**src/rtl/tgd_pkg.sv**
```systemverilog
// Shared types, constants and helper functions of the texture gradient descriptor.
// No dependencies; every other file of the block imports this package.
package tgd_pkg;

  localparam int CHAN_W   = 8;
  localparam int SUM_W    = 10;
  localparam int NUM_DIRS = 4;
  localparam int CFG_W    = 12;
  localparam int COORD_W  = 11;
  localparam int VAL_W    = 8;

  // Neighbor lanes
  localparam int DIR_LEFT  = 0;
  localparam int DIR_RIGHT = 1;
  localparam int DIR_UP    = 2;
  localparam int DIR_DOWN  = 3;

  localparam int MIN_DIM = 3;

  // floor(m / 3) = (m * 683) >> 11 for every m below 2047
  localparam int RECIP3      = 683;
  localparam int RECIP_SHIFT = 11;
  localparam int PROD_W      = 20;

  localparam logic [VAL_W-1:0] VAL_MAX = 8'd255;

  localparam logic [CFG_W-1:0] RESET_FRAME_WIDTH  = 12'd640;
  localparam logic [CFG_W-1:0] RESET_FRAME_HEIGHT = 12'd480;

  typedef logic [CHAN_W-1:0] chan_t;
  typedef logic [SUM_W-1:0]  sum_t;
  typedef logic [1:0]        nch_t;

  localparam nch_t RESET_CHANNEL_COUNT = 2'd1;

  typedef enum logic [1:0] {
    REG_FRAME_WIDTH   = 2'd0,
    REG_FRAME_HEIGHT  = 2'd1,
    REG_CHANNEL_COUNT = 2'd2
  } cfg_reg_t;

  // Channel a sits in the low byte, as in the line stores
  typedef struct packed {
    chan_t c;
    chan_t b;
    chan_t a;
  } pixel_t;

  typedef struct packed {
    logic [COORD_W-1:0] col;
    logic [COORD_W-1:0] row;
    logic               emit;      // row above exists, item yields results
    logic               compute;   // interior pixel of the row above
    logic               last_row;
    logic               last_col;
  } item_meta_t;

  // Divide the largest sum by the channel count and clamp to the byte range
  function automatic logic [VAL_W-1:0] scale_value(sum_t m, nch_t nch);
    logic [PROD_W-1:0] prod;
    sum_t              q;
    prod = PROD_W'(m) * PROD_W'(RECIP3);
    case (nch)
      2'd3:    q = SUM_W'(prod >> RECIP_SHIFT);
      2'd2:    q = m >> 1;
      default: q = m;
    endcase
    return (q > SUM_W'(VAL_MAX)) ? VAL_MAX : q[VAL_W-1:0];
  endfunction

endpackage

```
**src/rtl/tgd_merge.sv**
```systemverilog
// Merge of the neighbor lanes: largest of the four difference sums.
// Depends on tgd_pkg for the sum type and lane count.
module tgd_merge import tgd_pkg::*; (
  input  sum_t [NUM_DIRS-1:0] sums,
  output sum_t                max_sum
);

  sum_t max_lr;
  sum_t max_ud;

  always_comb begin
    max_lr  = (sums[DIR_RIGHT] > sums[DIR_LEFT]) ? sums[DIR_RIGHT] : sums[DIR_LEFT];
    max_ud  = (sums[DIR_DOWN] > sums[DIR_UP]) ? sums[DIR_DOWN] : sums[DIR_UP];
    max_sum = (max_ud > max_lr) ? max_ud : max_lr;
  end

endmodule

```
**config.mk**
```make
export PLATFORM = sky130hd
export DESIGN_NAME = tgd_merge
export DESIGN_NICKNAME = d
export VERILOG_FILES = /design/src/rtl/tgd_pkg.sv /design/src/rtl/tgd_merge.sv
export SDC_FILE = /design/constraint.sdc
export NUM_CORES = 1
export LEC_CHECK = 0
export BUFFER_PORTS_ARGS = -buffer_cell sky130_fd_sc_hd__buf_2
export CORE_MARGIN = 2
export CORE_UTILIZATION = 45
export DETAILED_ROUTE_END_ITERATION = 16
export GPL_TIMING_DRIVEN = 0
export PLACE_DENSITY = 0.82
export SLEW_MARGIN = 0
export SYNTH_ARGS = -nofsm -noshare
export SYNTH_HDL_FRONTEND = slang
export SYNTH_SLANG_ARGS = --single-unit
```
**constraint.sdc**
```tcl
create_clock -name vclk -period 16.3
set_input_delay 4.89 -clock vclk [all_inputs]
set_output_delay 4.89 -clock vclk [all_outputs]
set_load 0.005 [all_outputs]
```
==> Word level (Yosys, flattened, before mapping) <==
Cells that the tools add are included.
{ "totals": {"regBits": 0, "latchBits": 0, "ramBits": 0, "mem_bits_ro": 0, "inputBits": 40, "out_inout_bits": 10, "elab_cells": 6, "memories": 0} }
{ "classes": {"addsub": 0, "mul": 0, "div_mod_pow": 0, "order_cmp": 3, "eq_ne": 0, "shift": 0, "mux": 3, "n_bitwise": 0, "n_reduce_logical": 0} }
{ "ops": {"columns": ["op", "count"], "rows": [
  ["$gt A10 B10 Y1", 3],
  ["$mux W10", 3]
]} }

==> Longest topological paths before layout <==
Gate-level depths: netlist of the first run.
{ "logic_depth": {"ltp_word": 4, "mapped_depth": 16, "ltp_nobuf": 13} }

==> Worst setup path after synthesis of the first run <==
No wires, ideal clock.
{ "synth_path": {"path_type": "input to output", "startpoint": "input sums[23] (netlist bit)", "endpoint": "output max_sum[4]", "arrival_ps": 8163, "t_required_ps": 11410, "slack_ps": 3247, "stages": 16, "path_buffers": 3, "path_cell_list": "inv_1 ha_1 a21o_1 a21o_1 a2111o_1 buf_2 and2_4 buf_2 o21ai_1 ha_1 a21oi_1 o21ai_1 a2111oi_1 clkbuf_1 nor3_1 a221oi_2"} }
{ "synth_via": {"elab_chain_len": 4} }
{ "synth_rtl": {"columns": ["element", "line", "text"], "rows": [
  ["start: declaration", "tgd_merge.sv:4", "input sum_t [NUM_DIRS-1:0] sums,"],
  ["$gt A10 B10 Y1", "tgd_merge.sv:13", "max_ud = (sums[DIR_DOWN] > sums[DIR_UP]) ? sums[DIR_DOWN] : sums[DIR_UP];"],
  ["$mux W10 (*)", "tgd_merge.sv:13", null],
  ["$gt A10 B10 Y1", "tgd_merge.sv:14", "max_sum = (max_ud > max_lr) ? max_ud : max_lr;"],
  ["$mux W10 (*)", "tgd_merge.sv:14", null],
  ["end: declaration", "tgd_merge.sv:5", "output sum_t max_sum"]
]} }
Mark *: on every way between the ends. The rest lies on a longest branch, timed or not.

==> Worst setup path in the final report of the first run <==
Same ends and word-level chain as after synthesis.

==> impl_metrics.env, run 1 <==
export IMPL_status="complete, no violations"
export IMPL_cp_slowest_cell="a2111oi_1"
export IMPL_finalCritPeriodShare_pct=84.2
export IMPL_dr_pass1_iters=4
export IMPL_initial_core_util_pct=48.3
export IMPL_critPathCaptureType="output pin"
export IMPL_critical_path_top_delay_family="compound AO/OA/AOI/OAI gates"
export IMPL_crit_path_cell_trace="buf_2 > inv_1 > ha_1 > a21o_1 > a21o_1 > a2111o_1 > buf_2 > and2_4 > buf_2 > o21ai_1 > ha_1 > a21oi_1 > o21ai_1 > a2111oi_1 > clkbuf_1 > nor3_1 > a221oi_2 > buf_2"
export IMPL_fp_dieW_um=61.7
export IMPL_tns_ps=0
export IMPL_synth_top_cell_area_share_pct=25.1
export IMPL_worstPathArrival_ps=8840
export IMPL_syn_area_mm2=0.00150
export IMPL_wl_per_cell_um=13.2
export IMPL_synth_commonest_cells="ha_1 (30), inv_1 (26), a21oi_1 (16)"
export IMPL_insertedDiodeCount=0
export IMPL_max_freq_mhz=72.9
export IMPL_seq_cells=0
export IMPL_routed_wl_um=4010
export IMPL_num_vias=1814
export IMPL_rows=20
export IMPL_cap_violations=0
export IMPL_grt_total_usage_pct=22.8
export IMPL_synth_most_common_cell="ha_1"
export IMPL_grt_antenna_before_repair=0
export IMPL_grt_pass1_vias=1616
export IMPL_detail_route_vias_per_cell=5.97
export IMPL_crit_required_ps=11410
export IMPL_irDropWorstVdd_mv=0.0467
export IMPL_cts_setup_buffers=0
export IMPL_power_density_mw_per_mm2=60.5
export IMPL_synth_top_cells_by_area="ha_1 (25%), a221oi_2 (10%), a2111oi_1 (6.7%)"
export IMPL_die_h_um=61.7
export IMPL_ys_types=34
export IMPL_final_core_util_pct=58.1
export IMPL_finalMaxSlewViolations=0
export IMPL_stdcell_count=304
export IMPL_synth_area_leader_cell="ha_1"
export IMPL_p_leak_nw=0.855
export IMPL_n_fill_cell=328
export IMPL_drt_iter0_drc=86
export IMPL_overflow=0
export IMPL_nets=332
export IMPL_core_mm2=0.00310
export IMPL_stdcell_area_mm2=0.00180
export IMPL_final_hold_viol_count=0
export IMPL_grt_setup_unrepaired="no"
export IMPL_hp_class="input pin to output pin"
export IMPL_avgSynthCellArea_um2=7.13
export IMPL_start_kind="input pin"
export IMPL_drive_gt1_share_pct=26.5
export IMPL_syn_inst=210
export IMPL_ant_nets=0
export IMPL_drc_errors=0
export IMPL_crit_top_cell="buf_2"
export IMPL_slew_headroom_pct=64.3
export IMPL_area_growth_pct=20.4
export IMPL_crit_type="input pin to output pin"
export IMPL_period_needed_ps=13730
export IMPL_clock_buffers=0
export IMPL_cpPeakStageDelay_ps=550
export IMPL_max_slew_worst_pin_slew_ps=534
export IMPL_grt_pass1_wl_um=6950
export IMPL_ys_warn_count=0
export IMPL_cp_buffers_inverters=6
export IMPL_cts_resized=0
export IMPL_dieArea_mm2=0.00381
export IMPL_setup_viol=0
export IMPL_grt_max_degree=11
export IMPL_syn_nets=280
export IMPL_post_place_cells=304
export IMPL_seq_area_frac_synth_pct=0
export IMPL_ios=50
export IMPL_dpl_hpwl_um=3480
export IMPL_io_buffers=50
export IMPL_regArea_um2=0
export IMPL_place_congestion=0.866
export IMPL_holdBufCountCts=0
export IMPL_place_area_mm2=0.00180
export IMPL_cp_max_fo=10
## cell type report
| cell class | count | area (µm²) | area share [%] |
|---|---|---|---|
| well taps | 44 | 55.1 | 3.05 |
| inverters | 26 | 97.6 | 5.41 |
| multi-input cells | 165 | 1320 | 73.0 |
| plain buffers | 19 | 83.8 | 4.65 |
| repair buffers | 50 | 250 | 13.9 |
## per-stage QoR
step / hold WS (ps) / power (mW) / setup WS (ps)
finish: 10200 / 0.109 / 2570
global route: 10240 / 0.123 / 2170
CTS: 10210 / 0.108 / 2610
detailed placement: 10210 / 0.108 / 2620
global placement: 10210 / 0.105 / 2670
floorplan: 9980 / 0.0768 / 3250
## power breakdown
| group | internal, mW | switching, mW | total [mW] |
|---|---|---|---|
| registers | 0 | 0 | 0 |
| clock network | 0 | 0 | 0 |
| logic | 0.0483 | 0.0608 | 0.109 |
## tightest hold or removal path, cell delays in order
cell and delay, ps:
buf_2 90, a2111oi_1 50, a221oi_2 150, buf_2 140
## kinds of logic after synthesis
group | Yosys count | synth area share (%)
mux | 1 | 0.668
compound gates | 72 | 39.1
buf+inv | 45 | 12.1
fa+ha+maj | 30 | 25.1
simple gates | 62 | 23.1
## routing by layer
layer	up-vias	GRT usage [%]	wire length, µm
met1	806	32.2	1850
met5	-	0	0
met4	0	1.82	14
li1	931	-	-
met3	2	0.828	253
met2	75	40.2	1890
## cells in the final DEF, fill, tap and decap left out
cell,n
nand2_1,7
a21boi_1,1
a2111oi_1,10
or3_1,2
and2_4,1
nand2b_1,3
ha_1,30
a2111oi_2,1
buf_1,1
a21oi_1,16
a31oi_1,1
clkbuf_1,13
mux2i_1,1
o211a_1,1
clkbuf_2,1
and3_1,10
o21ai_1,10
a211oi_1,13
nor4b_1,1
a221oi_2,10
nor3_1,11
nor2_1,2
buf_6,1
a2111o_1,1
inv_1,26
nand4_1,6
or2_2,1
nor4_1,9
o21ai_0,3
nand3_1,9
o211ai_1,2
buf_2,53
a211oi_2,1
a21o_1,2
## final timing paths
kind                  slack [ps]  cells after the start     start          to
worst max-delay path        2570                     18  sums[23]  max_sum[4]
worst min-delay path       10200                      4  sums[29]  max_sum[9]
(Power assumes the default switching activity.)
==> inputs of run 2 (changes only) <==
--- a/config.mk
+++ b/config.mk
@@ -10,7 +10,7 @@
 export CORE_UTILIZATION = 45
 export DETAILED_ROUTE_END_ITERATION = 16
 export GPL_TIMING_DRIVEN = 0
-export PLACE_DENSITY = 0.82
+export PLACE_DENSITY = 0.84
 export SLEW_MARGIN = 0
 export SYNTH_ARGS = -nofsm -noshare
 export SYNTH_HDL_FRONTEND = slang
==> constraint.sdc (replaced) <==
create_clock -name vclk -period 11.2
set_input_delay 3.36 -clock vclk [all_inputs]
set_output_delay 3.36 -clock vclk [all_outputs]
set_load 0.005 [all_outputs]
==> run 2 against run 1 <==
Design area is the same. Combinational power is 46% higher. Worst hold slack lost 3100 ps. Core utilization did not move. Non-clock buffer count is the same. Sequential share of layout area is the same. Setup slack lost 2100 ps. Global-route usage fell by 0.26 points. First-iteration DRC count is 17% lower. Power grew 46%. Via count is 0.44% higher.
==> impl_metrics.env, run 2 (synthesis results as in run 1) <==
export IMPL_crit_top_cell="buf_2"
export IMPL_pwr_share_comb_pct=100.0
export IMPL_final_core_util_pct=58.1
export IMPL_fp_dieW_um=61.7
export IMPL_slew_headroom_pct=63.8
export IMPL_regArea_um2=0
export IMPL_drt_iter0_drc=71
export IMPL_cp_buffers_inverters=6
export IMPL_dieArea_mm2=0.00381
export IMPL_seq_power_share_pct=0
export IMPL_power_density_mw_per_mm2=88.4
export IMPL_holdBufCountCts=0
export IMPL_initial_core_util_pct=48.3
export IMPL_n_fill_cell=360
export IMPL_grt_pass1_vias=1693
export IMPL_drc_errors=0
export IMPL_hold_end="max_sum[6]"
export IMPL_rows=20
export IMPL_status="complete, no violations"
export IMPL_stdcell_area_mm2=0.00180
export IMPL_stdcell_count=304
export IMPL_max_slew_worst_pin_slew_ps=541
export IMPL_num_vias=1822
export IMPL_finalCritPeriodShare_pct=95.8
export IMPL_finalMaxSlewViolations=0
export IMPL_setup_viol=0
export IMPL_crit_path_cell_trace="buf_2 > inv_1 > ha_1 > a21o_1 > a21o_1 > a2111o_1 > buf_2 > and2_4 > buf_2 > o21ai_1 > ha_1 > a21oi_1 > o21ai_1 > a2111oi_1 > clkbuf_1 > nor3_1 > a221oi_2 > buf_2"
export IMPL_cp_slowest_cell="a2111oi_1"
export IMPL_max_freq_mhz=93.2
export IMPL_io_buffers=50
export IMPL_start_kind="input pin"
export IMPL_post_place_cells=304
export IMPL_cts_setup_buffers=0
export IMPL_area_growth_pct=20.4
export IMPL_detail_route_vias_per_cell=5.99
export IMPL_dpl_hpwl_um=3520
export IMPL_routed_wl_um=4130
export IMPL_critPathCaptureType="output pin"
export IMPL_insertedDiodeCount=0
export IMPL_grt_max_degree=11
export IMPL_hp_start="sums[26]"
export IMPL_core_mm2=0.00310
export IMPL_worstPathArrival_ps=7370
export IMPL_hp_class="input pin to output pin"
export IMPL_clock_buffers=0
export IMPL_ant_nets=0
export IMPL_drive_gt1_share_pct=26.5
export IMPL_seq_cells=0
export IMPL_ios=50
export IMPL_place_congestion=0.893
export IMPL_clock_power_share_pct=0
export IMPL_die_h_um=61.7
export IMPL_p_switching_mw=0.0893
export IMPL_dr_pass1_iters=4
export IMPL_cp_max_fo=10
export IMPL_cts_resized=0
export IMPL_crit_required_ps=7840
export IMPL_p_int_mw=0.0701
export IMPL_critical_path_top_delay_family="compound AO/OA/AOI/OAI gates"
export IMPL_cap_violations=0
export IMPL_wl_per_cell_um=13.6
export IMPL_overflow=0
export IMPL_grt_pass1_wl_um=6930
export IMPL_irDropWorstVdd_mv=0.0677
export IMPL_worst_hold_path_num_cells=4
export IMPL_grt_antenna_before_repair=0
export IMPL_mostFrequentLayoutCell="buf_2"
export IMPL_place_area_mm2=0.00180
export IMPL_swShare_pct=56.0
export IMPL_tns_ps=0
export IMPL_crit_type="input pin to output pin"
export IMPL_cpPeakStageDelay_ps=570
export IMPL_period_needed_ps=10730
export IMPL_grt_total_usage_pct=22.5
export IMPL_p_leak_nw=0.855
export IMPL_final_hold_viol_count=0
export IMPL_nets=332
export IMPL_grt_setup_unrepaired="no"
export IMPL_final_cell_mix="buf_2 (53), ha_1 (30), inv_1 (26), a21oi_1 (16)"
-- run 2: cell counts in the layout (fill, tap and decap cells not counted) --
No cell type changed its count.
-- run 2: per-stage QoR --
step                worst slack (ps)  hold slack, ps  power (mW)
floorplan                       1210            6920       0.112
global placement                 610            7150       0.152
detailed placement               509            7150       0.158
CTS                              503            7150       0.159
global route                     221            7190       0.178
finish                           471            7150       0.159
-- run 2: cell type report --
cell class | instances | area, µm² | area share, %
Buffer | 19 | 83.8 | 4.65
Inverter | 26 | 97.6 | 5.41
Multi-Input combinational cell | 165 | 1320 | 73.0
Tap cell | 44 | 55.1 | 3.05
Timing Repair Buffer | 50 | 250 | 13.9
-- run 2: worst min-delay path, stage by stage --
cell       delay (ps)
buf_2              90
a2111oi_1          50
a221oi_2          150
buf_2             140
-- run 2: power groups by stage --
stage / Combinational, mW / Clock [mW] / Sequential (mW)
CTS: 0.159 / 0 / 0
finish: 0.159 / 0 / 0
global route: 0.178 / 0 / 0
global placement: 0.152 / 0 / 0
floorplan: 0.112 / 0 / 0
detailed placement: 0.158 / 0 / 0
-- run 2: how the worst max path moves through the flow --
stage | start | endpoint | slack [ps] | cells after the start
finish | sums[23] | max_sum[4] | 470 | 18
global route | sums[29] | max_sum[4] | 220 | 18
CTS | sums[23] | max_sum[4] | 500 | 18
detailed placement | sums[23] | max_sum[4] | 510 | 18
global placement | sums[23] | max_sum[4] | 610 | 18
floorplan | sums[23] | max_sum[4] | 1210 | 16
-- run 2: routing by layer --
metal	GRT usage, %	share of wire [%]	vias up
met2	41.8	48	39
li1	-	-	928
met1	30.6	47	853
met4	0.912	0.36	0
met5	0	0	-
met3	0.621	4.0	2
