$ cat src/rtl/tgd_pkg.sv
// Shared types, constants and helper functions of the texture gradient descriptor.
// No dependencies; every other file of the block imports this package.
package tgd_pkg;

  localparam int CHAN_W   = 8;
  localparam int SUM_W    = 10;
  localparam int NUM_DIRS = 4;
  localparam int CFG_W    = 12;
  localparam int COORD_W  = 11;
  localparam int VAL_W    = 8;

  // Neighbor lanes
  localparam int DIR_LEFT  = 0;
  localparam int DIR_RIGHT = 1;
  localparam int DIR_UP    = 2;
  localparam int DIR_DOWN  = 3;

  localparam int MIN_DIM = 3;

  // floor(m / 3) = (m * 683) >> 11 for every m below 2047
  localparam int RECIP3      = 683;
  localparam int RECIP_SHIFT = 11;
  localparam int PROD_W      = 20;

  localparam logic [VAL_W-1:0] VAL_MAX = 8'd255;

  localparam logic [CFG_W-1:0] RESET_FRAME_WIDTH  = 12'd640;
  localparam logic [CFG_W-1:0] RESET_FRAME_HEIGHT = 12'd480;

  typedef logic [CHAN_W-1:0] chan_t;
  typedef logic [SUM_W-1:0]  sum_t;
  typedef logic [1:0]        nch_t;

  localparam nch_t RESET_CHANNEL_COUNT = 2'd1;

  typedef enum logic [1:0] {
    REG_FRAME_WIDTH   = 2'd0,
    REG_FRAME_HEIGHT  = 2'd1,
    REG_CHANNEL_COUNT = 2'd2
  } cfg_reg_t;

  // Channel a sits in the low byte, as in the line stores
  typedef struct packed {
    chan_t c;
    chan_t b;
    chan_t a;
  } pixel_t;

  typedef struct packed {
    logic [COORD_W-1:0] col;
    logic [COORD_W-1:0] row;
    logic               emit;      // row above exists, item yields results
    logic               compute;   // interior pixel of the row above
    logic               last_row;
    logic               last_col;
  } item_meta_t;

  // Divide the largest sum by the channel count and clamp to the byte range
  function automatic logic [VAL_W-1:0] scale_value(sum_t m, nch_t nch);
    logic [PROD_W-1:0] prod;
    sum_t              q;
    prod = PROD_W'(m) * PROD_W'(RECIP3);
    case (nch)
      2'd3:    q = SUM_W'(prod >> RECIP_SHIFT);
      2'd2:    q = m >> 1;
      default: q = m;
    endcase
    return (q > SUM_W'(VAL_MAX)) ? VAL_MAX : q[VAL_W-1:0];
  endfunction

endpackage

$ cat src/rtl/tgd_diff_lane.sv
// One neighbor lane: absolute differences summed over the active channels.
// Depends on tgd_pkg for pixel and sum types.
module tgd_diff_lane import tgd_pkg::*; (
  input  pixel_t center,
  input  pixel_t neighbor,
  input  nch_t   nch,
  output sum_t   sum
);

  chan_t da;
  chan_t db;
  chan_t dc;
  logic  en_b;
  logic  en_c;

  always_comb begin
    da   = (center.a > neighbor.a) ? center.a - neighbor.a : neighbor.a - center.a;
    db   = (center.b > neighbor.b) ? center.b - neighbor.b : neighbor.b - center.b;
    dc   = (center.c > neighbor.c) ? center.c - neighbor.c : neighbor.c - center.c;
    en_b = (nch == 2'd2) || (nch == 2'd3);
    en_c = (nch == 2'd3);
    sum  = SUM_W'(da) + (en_b ? SUM_W'(db) : '0) + (en_c ? SUM_W'(dc) : '0);
  end

endmodule

$ cat config.mk
export PLATFORM = sky130hd
export DESIGN_NAME = tgd_diff_lane
export DESIGN_NICKNAME = d
export VERILOG_FILES = /design/src/rtl/tgd_pkg.sv /design/src/rtl/tgd_diff_lane.sv
export SDC_FILE = /design/constraint.sdc
export NUM_CORES = 1
export LEC_CHECK = 0
export ABC_AREA = 1
export BUFFER_PORTS_ARGS = -buffer_cell sky130_fd_sc_hd__buf_4
export CAP_MARGIN = 5
export CORE_ASPECT_RATIO = 0.5
export CORE_UTILIZATION = 50
export DETAILED_ROUTE_END_ITERATION = 16
export GPL_TIMING_DRIVEN = 0
export PLACE_DENSITY = 0.77
export SYNTH_ARGS = -nofsm -noshare
export SYNTH_HDL_FRONTEND = slang
export SYNTH_SLANG_ARGS = --single-unit
$ cat constraint.sdc
create_clock -name vclk -period 5.1
set_input_delay 0.765 -clock vclk [all_inputs]
set_output_delay 0.765 -clock vclk [all_outputs]
set_load 0.005 [all_outputs]
* Yosys cells after proc, flatten, opt, wreduce, memory -nomap -nowiden
Cells that the tools add are included.
** Operators by class
- Add/subtract/negate cells :: 8
- Magnitude comparators :: 3
- Equal/unequal tests :: 2
- Mux-type cells :: 5
- Reduce and logical (&&, ||, !) cells :: 1
** Operator list (count)
- $sub 8x8->8 :: 6
- $mux 8 :: 5
- $gt 8x8->1 :: 3
- $add 9x8->10 :: 1
- $add 8x8->9 :: 1
- $eq 2x2->1 const B :: 2
- $logic_or 1x1->1 :: 1
** Storage, ports and cells
- Register bits after elaboration :: 0
- Input port bits :: 50
- Output and inout bits :: 10
- Logic and storage cells :: 19

* Logic depth before layout (Yosys ltp)
Gate-level depths: netlist of run 1.
- Word-level depth :: 5
- Mapped depth :: 25
- Depth with buffers taken out :: 23

* Worst setup path after synthesis of run 1
No wires, ideal clock.
- Kind :: input to output
- From :: input port center[0] (netlist bit)
- To :: output port sum[7]
- Data arrival time :: 3650 ps
- Data required time :: 4335 ps
- Setup slack :: 685 ps
- Stages on the path :: 22
- Path buffers :: 0
- Path through :: inv_1 > ha_1 > inv_1 > fa_1 > nand2_1 > nand2_2 > nand2_1 > nand2_2 > o21ai_4 > or2_1 > o21ai_2 > fa_1 > inv_1 > ha_1 > fa_1 > nand3_1 > nand2_1 > nand2_1 > nand2_1 > nand2_1 > nand2_1 > xor2_1
** On the way
- Longest elaborated chain between the ends :: 4
- Elaborated cells between the ends (all ways) :: 6
- Those cells by class :: add/sub: 4; order compare: 1; mux: 1
** Ends and longest elaborated chain
- start, declared :: RTL line tgd_diff_lane.sv:4 : input pixel_t center,
- $sub 8x8->8 or $gt 8x8->1 (tied branches) :: RTL line tgd_diff_lane.sv:17 : da = (center.a > neighbor.a) ? center.a - neighbor.a : neighbor.a - center.a;
- $mux 8 * :: RTL line tgd_diff_lane.sv:17
- $add 8x8->9 * :: RTL line tgd_diff_lane.sv:22 : sum = SUM_W'(da) + (en_b ? SUM_W'(db) : '0) + (en_c ? SUM_W'(dc) : '0);
- $add 9x8->10 * :: RTL line tgd_diff_lane.sv:22
- end, declared :: RTL line tgd_diff_lane.sv:7 : output sum_t sum
Mark *: on every way between the ends. The rest lies on a longest branch, timed or not.

* Worst setup path after layout of run 1
Ends and elaborated chain as after synthesis.

==> key figures, run 1 <==
Min path
  – Hold EP: sum[0]
  – Cells on Worst Hold Path: 5
  – Hold wc startpoint: nch[0]
  – HP Class: input pin to output port

Logic synthesis
  – Yosys cell types: 29
  – Syn_nets: 603
  – Sequential area share after synthesis: 0%
  – Synth warnings: 0
  – Synth Instances: 486
  – Post-Syn Area: 2890 µm²
  – Avg Cell Area, Syn: 5.95 µm²

Floorplan
  – I/O pin cnt: 60
  – Die area: 6110 µm²
  – FP Rows: 19
  – Starting Density: 52.2%
  – Die span in y: 55.8 µm
  – Die width: 110 µm
  – Core area: 5540 µm²

Worst setup path
  – Setup crit start kind: input pin
  – Worst-path cell chain: buf_4, inv_1, ha_1, inv_1, fa_2, nand2_1, nand2_2, nand2_1, nand2_2, o21ai_4, or2_1, o21ai_2, fa_1, inv_1, ha_1, fa_2, nand3_1, nand2_1, nand2_1, nand2_1, nand2_1, nand2_1, xor2_1, buf_4
  – Slowest cell on crit path: fa_1
  – CP most frequent cell: nand2_1
  – Crit. End Element: output port
  – WS Path Type: input pin to output port
  – Worst Path Arrival: 3.98 ns
  – Slowest stage delay, CP: 0.52 ns
  – Critical path required time: 4.34 ns
  – Crit-path max FO: 7

Global routing
  – Vias in the first global route: 2618
  – Grt ovf: 0
  – Global Route Usage Sum: 20.9%
  – First-pass GRT wire length: 10700 µm
  – Largest net degree at the start of global routing: 11
  – Initial antenna violation count: 0

Power
  – Clock share of power: 0%
  – Seq pwr share: 0%
  – Pleak: 2.16 nW
  – Peak VDD IR: 0.153 mV
  – Int Pwr: 0.000300 W
  – Pwr Density: 186 nW/µm²
  – Combinational power share: 100.0%
  – Switching Share: 53.4%
  – Sw power: 0.000344 W

Job
  – Max-cap violations: 0

Placed design
  – Port-buffer cells: 60
  – RD Place Congestion: 0.859
  – Hpwl dp: 5520 µm
  – Placement Cell Area: 3430 µm²
  – Place WS: 0.219 ns
  – Placed Cells: 619

Layout
  – Finished Layout Cells: 621
  – Storage cell area: 0 µm²
  – N_diodes: 0
  – Final instance area: 3450 µm²
  – # nets final: 667
  – FILL cells: 548
  – Share of cells above drive strength 1: 16.8%
  – Area growth, synth to finish: 19.4%
  – Layout clock buffers: 0
  – Seq Cell Count: 0

Drt
  – Vias: 2958
  – Post-Route WL: 6170 µm
  – Vias per std cell: 4.76
  – Final antenna-violating net count: 0
  – Routed length per instance: 9.93 µm
  – Initial DRC count: 135
  – Drt drc: 0
  – Initial DRT Pass Iterations: 4

STA
  – Unrepaired setup endpoints after global routing: no
  – Final setup fails: 0
  – Slew @ Worst Pin: 0.297 ns
  – Final cycle utilization of the critical path: 93.1%
  – Max_slew headroom: 80.1%
  – PnR worst setup slack: 0.353 ns
  – Setup_tns: 0 ns
  – Hold violation count in the final report: 0
  – F_max: 211 MHz
  – Fin crit period: 4.75 ns
  – Final max-slew violation count: 0

Run status
  – Status: finished clean

Clock tree
  – Post-CTS Hold Buffers: 0
==> cell usage in the layout (no fill, tap or decap), drive strengths merged, types with 15 or more instances in the layout <==
master,n
inv,113
a21oi,34
nand2,139
nand3,34
o21ai,18
buf,72
xor2,17
fa,15
nor2,29
ha,52
==> how the worst max path moves through the flow <==
| stage | startpoint | endpoint |
|---|---|---|
| after floorplan | center[0] | sum[7] |
| after global placement | center[0] | sum[7] |
| after detailed placement | center[0] | sum[7] |
| after CTS | center[0] | sum[7] |
| after global routing | center[8] | sum[9] |
| final | center[0] | sum[7] |
==> cells by family after synthesis <==
logic type	share of synthesized area, %
and+or+nand+nor	31.1
adders and majority gates	32.9
xor gates and xnor gates	6.96
AOI/OAI and AO/OA	11.5
buffers and inverters	17.6
==> cell type report <==
| cell class | count | area [µm²] | share of cell area (%) |
|---|---|---|---|
| buffer | 10 | 77.6 | 2.25 |
| tap | 73 | 91.3 | 2.64 |
| multi-input combinational | 362 | 2390 | 69.1 |
| timing repair buffer | 62 | 465 | 13.5 |
| inverter | 114 | 432 | 12.5 |
==> metal layers <==
metal | vias up | routed length [µm] | share of wire [%] | global-route usage, %
met4 | 0 | 0 | 0 | 0.762
met1 | 1298 | 3180 | 52 | 30.8
met2 | 51 | 2760 | 45 | 36.1
li1 | 1609 | - | - | -
met5 | - | 0 | 0 | 0
met3 | 0 | 221 | 3.6 | 0.351
==> per-stage QoR <==
step | total power (W) | util (%) | hold slack [ns]
floorplan | 0.000418 | - | 1.89
global placement | 0.000627 | 62.0 | 2.16
detailed placement | 0.000637 | 62.0 | 2.19
CTS | 0.000640 | 62.0 | 2.19
global route | 0.000724 | 62.4 | 2.23
finish | 0.000643 | 62.4 | 2.18
==> cells in the mapped netlist (8+ instances only) <==
master	n	share of area [%]
a21oi_1	34	5.9
ha_1	52	22
o21ai_0	8	1.4
nor2_1	27	3.5
fa_1	15	10
xor2_1	17	5.1
o21ai_1	8	1.4
nand2_2	9	1.9
nand2_1	130	17
nand4_1	8	1.7
inv_1	111	14
nand3_1	34	5.9
==> what timing repair did <==
action	CTS	global route
buffers inserted	0	2
gates resized for setup	0	2
endpoints found under the setup margin	0	2
==> power groups by stage <==
stage	combinational [W]	sequential, W	clock (W)
6_report	0.000643	0	0
5_1_grt	0.000724	0	0
4_1_cts	0.000640	0	0
3_5_place_dp	0.000637	0	0
3_3_place_gp	0.000627	0	0
2_1_floorplan	0.000418	0	0
==> critical path, delay by kind of cell <==
family | cells | cell delay (ns)
buffers and inverters | 5 | 0.39
AOI/OAI and AO/OA | 2 | 0.18
xor gates and xnor gates | 1 | 0.14
adders and majority gates | 5 | 1.59
and+or+nand+nor | 11 | 0.90
No activity file was read; power rests on OpenSTA's default activity.
==> run 2: changes to the inputs <==
PLACE_DENSITY = 0.8   (was 0.77)
clock period = 3.82 ns   (was 5.1 ns; I/O delays follow)
==> run 2 against run 1 <==
  * The flow now finishes with violations (negative setup slack)
  * Core utilization rose by 12 points
  * Power grew 85%
  * Combinational power rose by 85%
  * Routed wire length up 22%
  * First-iteration DRC count up 51%
  * Largest cell class unchanged
  * Via count is 10% higher
  * Hold slack worse by 0.37 ns
==> key figures, run 2 (synthesis gave the netlist of run 1 again) <==
Run status
  – Status: complete, but fails checks
  – Failing checks: negative setup slack

Power
  – Int Pwr: 0.000603 W
  – Clock share of power: 0%
  – Combinational power share: 100.0%
  – Pwr Density: 289 nW/µm²
  – Pleak: 2.33 nW
  – Seq pwr share: 0%
  – Peak VDD IR: 0.183 mV
  – Sw power: 0.000589 W
  – Switching Share: 49.4%

STA
  – Hold violation count in the final report: 0
  – Unrepaired setup endpoints after global routing: yes
  – Final setup fails: 7
  – Setup_tns: -2.50 ns
  – F_max: 236 MHz
  – Fin crit period: 4.24 ns
  – Final max-slew violation count: 0
  – Slew @ Worst Pin: 0.306 ns
  – PnR worst setup slack: -0.423 ns
  – Final cycle utilization of the critical path: 111%
  – Max_slew headroom: 79.4%

Layout
  – Share of cells above drive strength 1: 31.9%
  – Seq Cell Count: 0
  – Area of the multi-input gates: 2770 µm²
  – Storage cell area: 0 µm²
  – Core Util, Final: 74.3%
  – Most frequent cells in the layout: nand2_1, inv_1, buf_4
  – Layout clock buffers: 0
  – Area growth, synth to finish: 42.3%
  – FILL cells: 453
  – N_diodes: 0
  – Finished Layout Cells: 650
  – Commonest non-fill, non-tap cell in the layout: nand2_1
  – # nets final: 696

Floorplan
  – Die width: 110 µm
  – Die span in y: 55.8 µm
  – Core area: 5540 µm²
  – I/O pin cnt: 60
  – Die area: 6110 µm²
  – Starting Density: 52.2%
  – FP Rows: 19

Drt
  – Vias per std cell: 5.02
  – Final antenna-violating net count: 0
  – Initial DRT Pass Iterations: 5
  – Vias: 3265
  – Drt drc: 0
  – Routed length per instance: 11.6 µm
  – Initial DRC count: 204
  – Post-Route WL: 7540 µm

Placed design
  – Placed Cells: 619
  – Hpwl dp: 5400 µm
  – RD Place Congestion: 0.887
  – Port-buffer cells: 60

Worst setup path
  – Crit-path max FO: 6
  – Critical path required time: 3.25 ns
  – Worst Path Arrival: 3.67 ns
  – Setup crit start kind: input pin
  – WS Path Type: input pin to output port
  – Crit. End Element: output port

Job
  – Max-cap violations: 0

Global routing
  – Initial antenna violation count: 0
  – Grt ovf: 0
  – Largest net degree at the start of global routing: 10
  – Vias in the first global route: 2859
  – Global Route Usage Sum: 23.5%
  – First-pass GRT wire length: 11900 µm

Min path
  – HP Class: input pin to output port
[run 2: cell types whose count changed in the layout (fill, tap and decap cells not counted), moves of 7 or more]
cell	previous run	this run
buf_4	68	91
ha_1	52	33
ha_4	0	18
nand2_1	130	118
inv_1	111	100
nand2_2	9	20
a21oi_1	34	26
buf_6	2	9
[run 2: worst max-delay path, stage by stage]
cell	delay, ns
buf_8	0.10
inv_4	0.04
ha_4	0.13
inv_4	0.03
fa_2	0.40
nand2_2	0.08
nand2_2	0.05
nand2_1	0.05
nand2_1	0.05
nand2_2	0.07
buf_6	0.13
buf_4	0.11
o21ai_1	0.05
nor2_1	0.19
fa_1	0.51
ha_4	0.33
nand3_1	0.12
nand2_2	0.16
nand4_1	0.12
nand2_1	0.11
xor2_1	0.14
buf_4	0.12
[run 2: layout make-up]
cell class / instances / area share, %
plain buffers: 8 / 1.91
inverters: 114 / 11.1
multi-input cells: 362 / 67.3
well taps: 73 / 2.22
repair buffers: 93 / 17.5
[run 2: what timing repair did]
item,in CTS,in global routing
hold buffers,0,0
gates cloned,1,0
endpoints found under the setup margin,8,8
hold endpoints to repair,0,0
resized for setup,41,38
pin swaps,26,41
buffers inserted,12,21
[run 2: worst paths after layout]
check / from / endpoint / slack, ns / cells past startpoint
min: neighbor[0] / sum[0] / 1.81 / 5
max: center[16] / sum[8] / -0.42 / 22
[run 2: power by group through the flow]
stage,combinational [W],sequential (W),clock [W]
finish,0.00119,0,0
global route,0.00130,0,0
CTS,0.00103,0,0
detailed placement,0.000866,0,0
global placement,0.000857,0,0
floorplan,0.000580,0,0
[run 2: metal layers]
| metal | global-route usage (%) | share of wire (%) | vias up | routed length, µm |
|---|---|---|---|---|
| met1 | 31.9 | 46 | 1487 | 3440 |
| met2 | 42.4 | 48 | 103 | 3640 |
| met4 | 3.24 | 1.2 | 0 | 89 |
| li1 | - | - | 1665 | - |
| met5 | 0 | 0 | - | 0 |
| met3 | 0.703 | 4.9 | 10 | 366 |
[run 2: through the flow]
step / total power, W / setup slack [ns] / cell area (µm²) / hold slack [ns]
final: 0.00119 / -0.423 / 4120 / 1.81
after detailed placement: 0.000866 / -0.479 / 3550 / 1.81
after floorplan: 0.000580 / 0.000332 / 3010 / 1.51
after CTS: 0.00103 / -0.277 / 3810 / 1.83
after global placement: 0.000857 / -0.453 / 3550 / 1.81
after global routing: 0.00130 / -0.544 / 4120 / 1.86
==> run 3: changes to the inputs <==
PLACE_DENSITY = 0.78   (was 0.8)
==> run 3 against run 2 <==
  * The flow still finishes with violations (negative setup slack)
  * Worst setup slack improved by 0.030 ns
  * Sequential share of layout area unchanged
  * Via count decreased by 0.55%
  * Largest power group unchanged
  * Global-route usage increased by 0.66 points
  * Count of clock-buffer cells in the layout unchanged
  * First-iteration DRC count decreased by 13%
  * Largest cell class unchanged
  * Non-clock buffer count decreased by 3
  * Maximum frequency increased by 0.71%
  * Hold slack improved by 0.0027 ns
  * Final area increased by 2.5%
==> key figures, run 3 (synthesis gave the netlist of run 1 again) <==
Worst setup path
  – WS Path Type: input pin to output port
  – Crit-path max FO: 2
  – Slowest cell on crit path: fa_1
  – Critical path required time: 3.25 ns
  – Cell family with most CP delay: adder cells
  – CP most frequent cell: nand2_2
  – Slowest stage delay, CP: 0.55 ns
  – WP buf/inv: 5
  – Setup crit start kind: input pin
  – Crit. End Element: output port
  – Worst Path Arrival: 3.64 ns
  – Worst-path cell chain: buf_6, inv_4, ha_4, inv_2, fa_2, nand2_2, nand2_2, nand2_2, nand2_2, o21ai_4, or2_1, o21ai_2, fa_1, inv_2, ha_4, fa_2, nand3_2, nand2_2, nand2_1, nand2_1, nand2_1, nand2_2, xor2_1, buf_4

Layout
  – Core Util, Final: 76.1%
  – N_diodes: 0
  – # nets final: 693
  – Share of cells above drive strength 1: 33.3%
  – Storage cell area: 0 µm²
  – FILL cells: 425
  – Seq Cell Count: 0
  – Most frequent cells in the layout: nand2_1, inv_1, buf_4
  – Area growth, synth to finish: 45.8%
  – Area of the multi-input gates: 2860 µm²
  – Final instance area: 4220 µm²
  – Layout clock buffers: 0
  – Commonest non-fill, non-tap cell in the layout: nand2_1

Drt
  – Initial DRC count: 178
  – Vias per std cell: 5.02
  – Vias: 3247
  – Initial DRT Pass Iterations: 4
  – Final antenna-violating net count: 0
  – Routed length per instance: 12.2 µm
  – Post-Route WL: 7870 µm
  – Drt drc: 0

Floorplan
  – Die span in y: 55.8 µm
  – Die area: 6110 µm²
  – I/O pin cnt: 60
  – FP Rows: 19
  – Core area: 5540 µm²
  – Die width: 110 µm
  – Starting Density: 52.2%

STA
  – Slew @ Worst Pin: 0.327 ns
  – Fin crit period: 4.21 ns
  – Hold violation count in the final report: 0
  – Final cycle utilization of the critical path: 110%
  – Unrepaired setup endpoints after global routing: yes
  – Hold slack: 1.82 ns
  – Max_slew headroom: 78.0%
  – F_max: 237 MHz
  – Final max-slew violation count: 0
  – Final setup fails: 7
  – PnR worst setup slack: -0.393 ns

Power
  – Pwr Density: 294 nW/µm²
  – Total power: 0.00124 W
  – Pleak: 2.34 nW
  – Peak VDD IR: 0.190 mV

Placed design
  – Port-buffer cells: 60
  – Hpwl dp: 5430 µm
  – Placement Cell Area: 3550 µm²
  – RD Place Congestion: 0.887

Global routing
  – First-pass GRT wire length: 12100 µm
  – Initial antenna violation count: 0
  – Global Route Usage Sum: 24.1%
  – Largest net degree at the start of global routing: 10
  – Vias in the first global route: 2952
  – Grt ovf: 0

Job
  – Max-cap violations: 0

Run status
  – Status: complete, but fails checks
  – Failing checks: negative setup slack

Min path
  – HP Class: input pin to output port
  – Hold wc startpoint: neighbor[0]
  – Hold EP: sum[0]
  – Cells on Worst Hold Path: 5

Clock tree
  – Post-CTS Hold Buffers: 0
[run 3: worst max path at each step]
| stage | from | endpoint | slack, ns | cells past startpoint |
|---|---|---|---|---|
| 2_1_floorplan | center[20] | sum[7] | 0.0003 | 22 |
| 3_3_place_gp | center[0] | sum[7] | -0.45 | 24 |
| 3_5_place_dp | center[0] | sum[9] | -0.52 | 25 |
| 4_1_cts | center[8] | sum[7] | -0.29 | 24 |
| 5_1_grt | center[20] | sum[7] | -0.61 | 24 |
| 6_report | center[0] | sum[7] | -0.39 | 24 |
[run 3: timing repair]
action / CTS / global route
endpoints found under the setup margin: 8 / 8
gates resized for setup: 63 / 31
buffers inserted: 20 / 12
pin swaps: 36 / 32
[run 3: worst min-delay path, stage by stage]
cell   delay (ns)
buf_4        0.10
ha_4         0.20
inv_1        0.07
fa_1         0.19
buf_4        0.11
[run 3: stage by stage]
step	std cells	setup slack, ns	setup TNS (ns)
after global placement	619	-0.453	-2.08
after global routing	647	-0.608	-3.48
after detailed placement	619	-0.517	-2.47
final	647	-0.393	-2.10
after floorplan	486	0.000332	0
after CTS	637	-0.295	-1.48
[run 3: cell type report]
class / instances / area share [%]
Buffer: 6 / 1.60
Inverter: 114 / 10.7
Tap cell: 73 / 2.17
Multi-Input combinational cell: 362 / 67.8
Timing Repair Buffer: 92 / 17.7
[run 3: power by group]
group / internal (W) / total [W] / switching (W)
registers: 0 / 0 / 0
logic: 0.000626 / 0.00124 / 0.000614
clock network: 0 / 0 / 0
total: 0.000626 / 0.00124 / 0.000614
[run 3: metal layers]
metal | track usage (%) | wire length (µm) | vias to the layer above | part of all wire (%)
li1 | - | - | 1667 | -
met1 | 32.2 | 3500 | 1462 | 44
met2 | 43.7 | 3870 | 102 | 49
met3 | 0.351 | 350 | 16 | 4.5
met4 | 5.33 | 149 | 0 | 1.9
met5 | 0 | 0 | - | 0
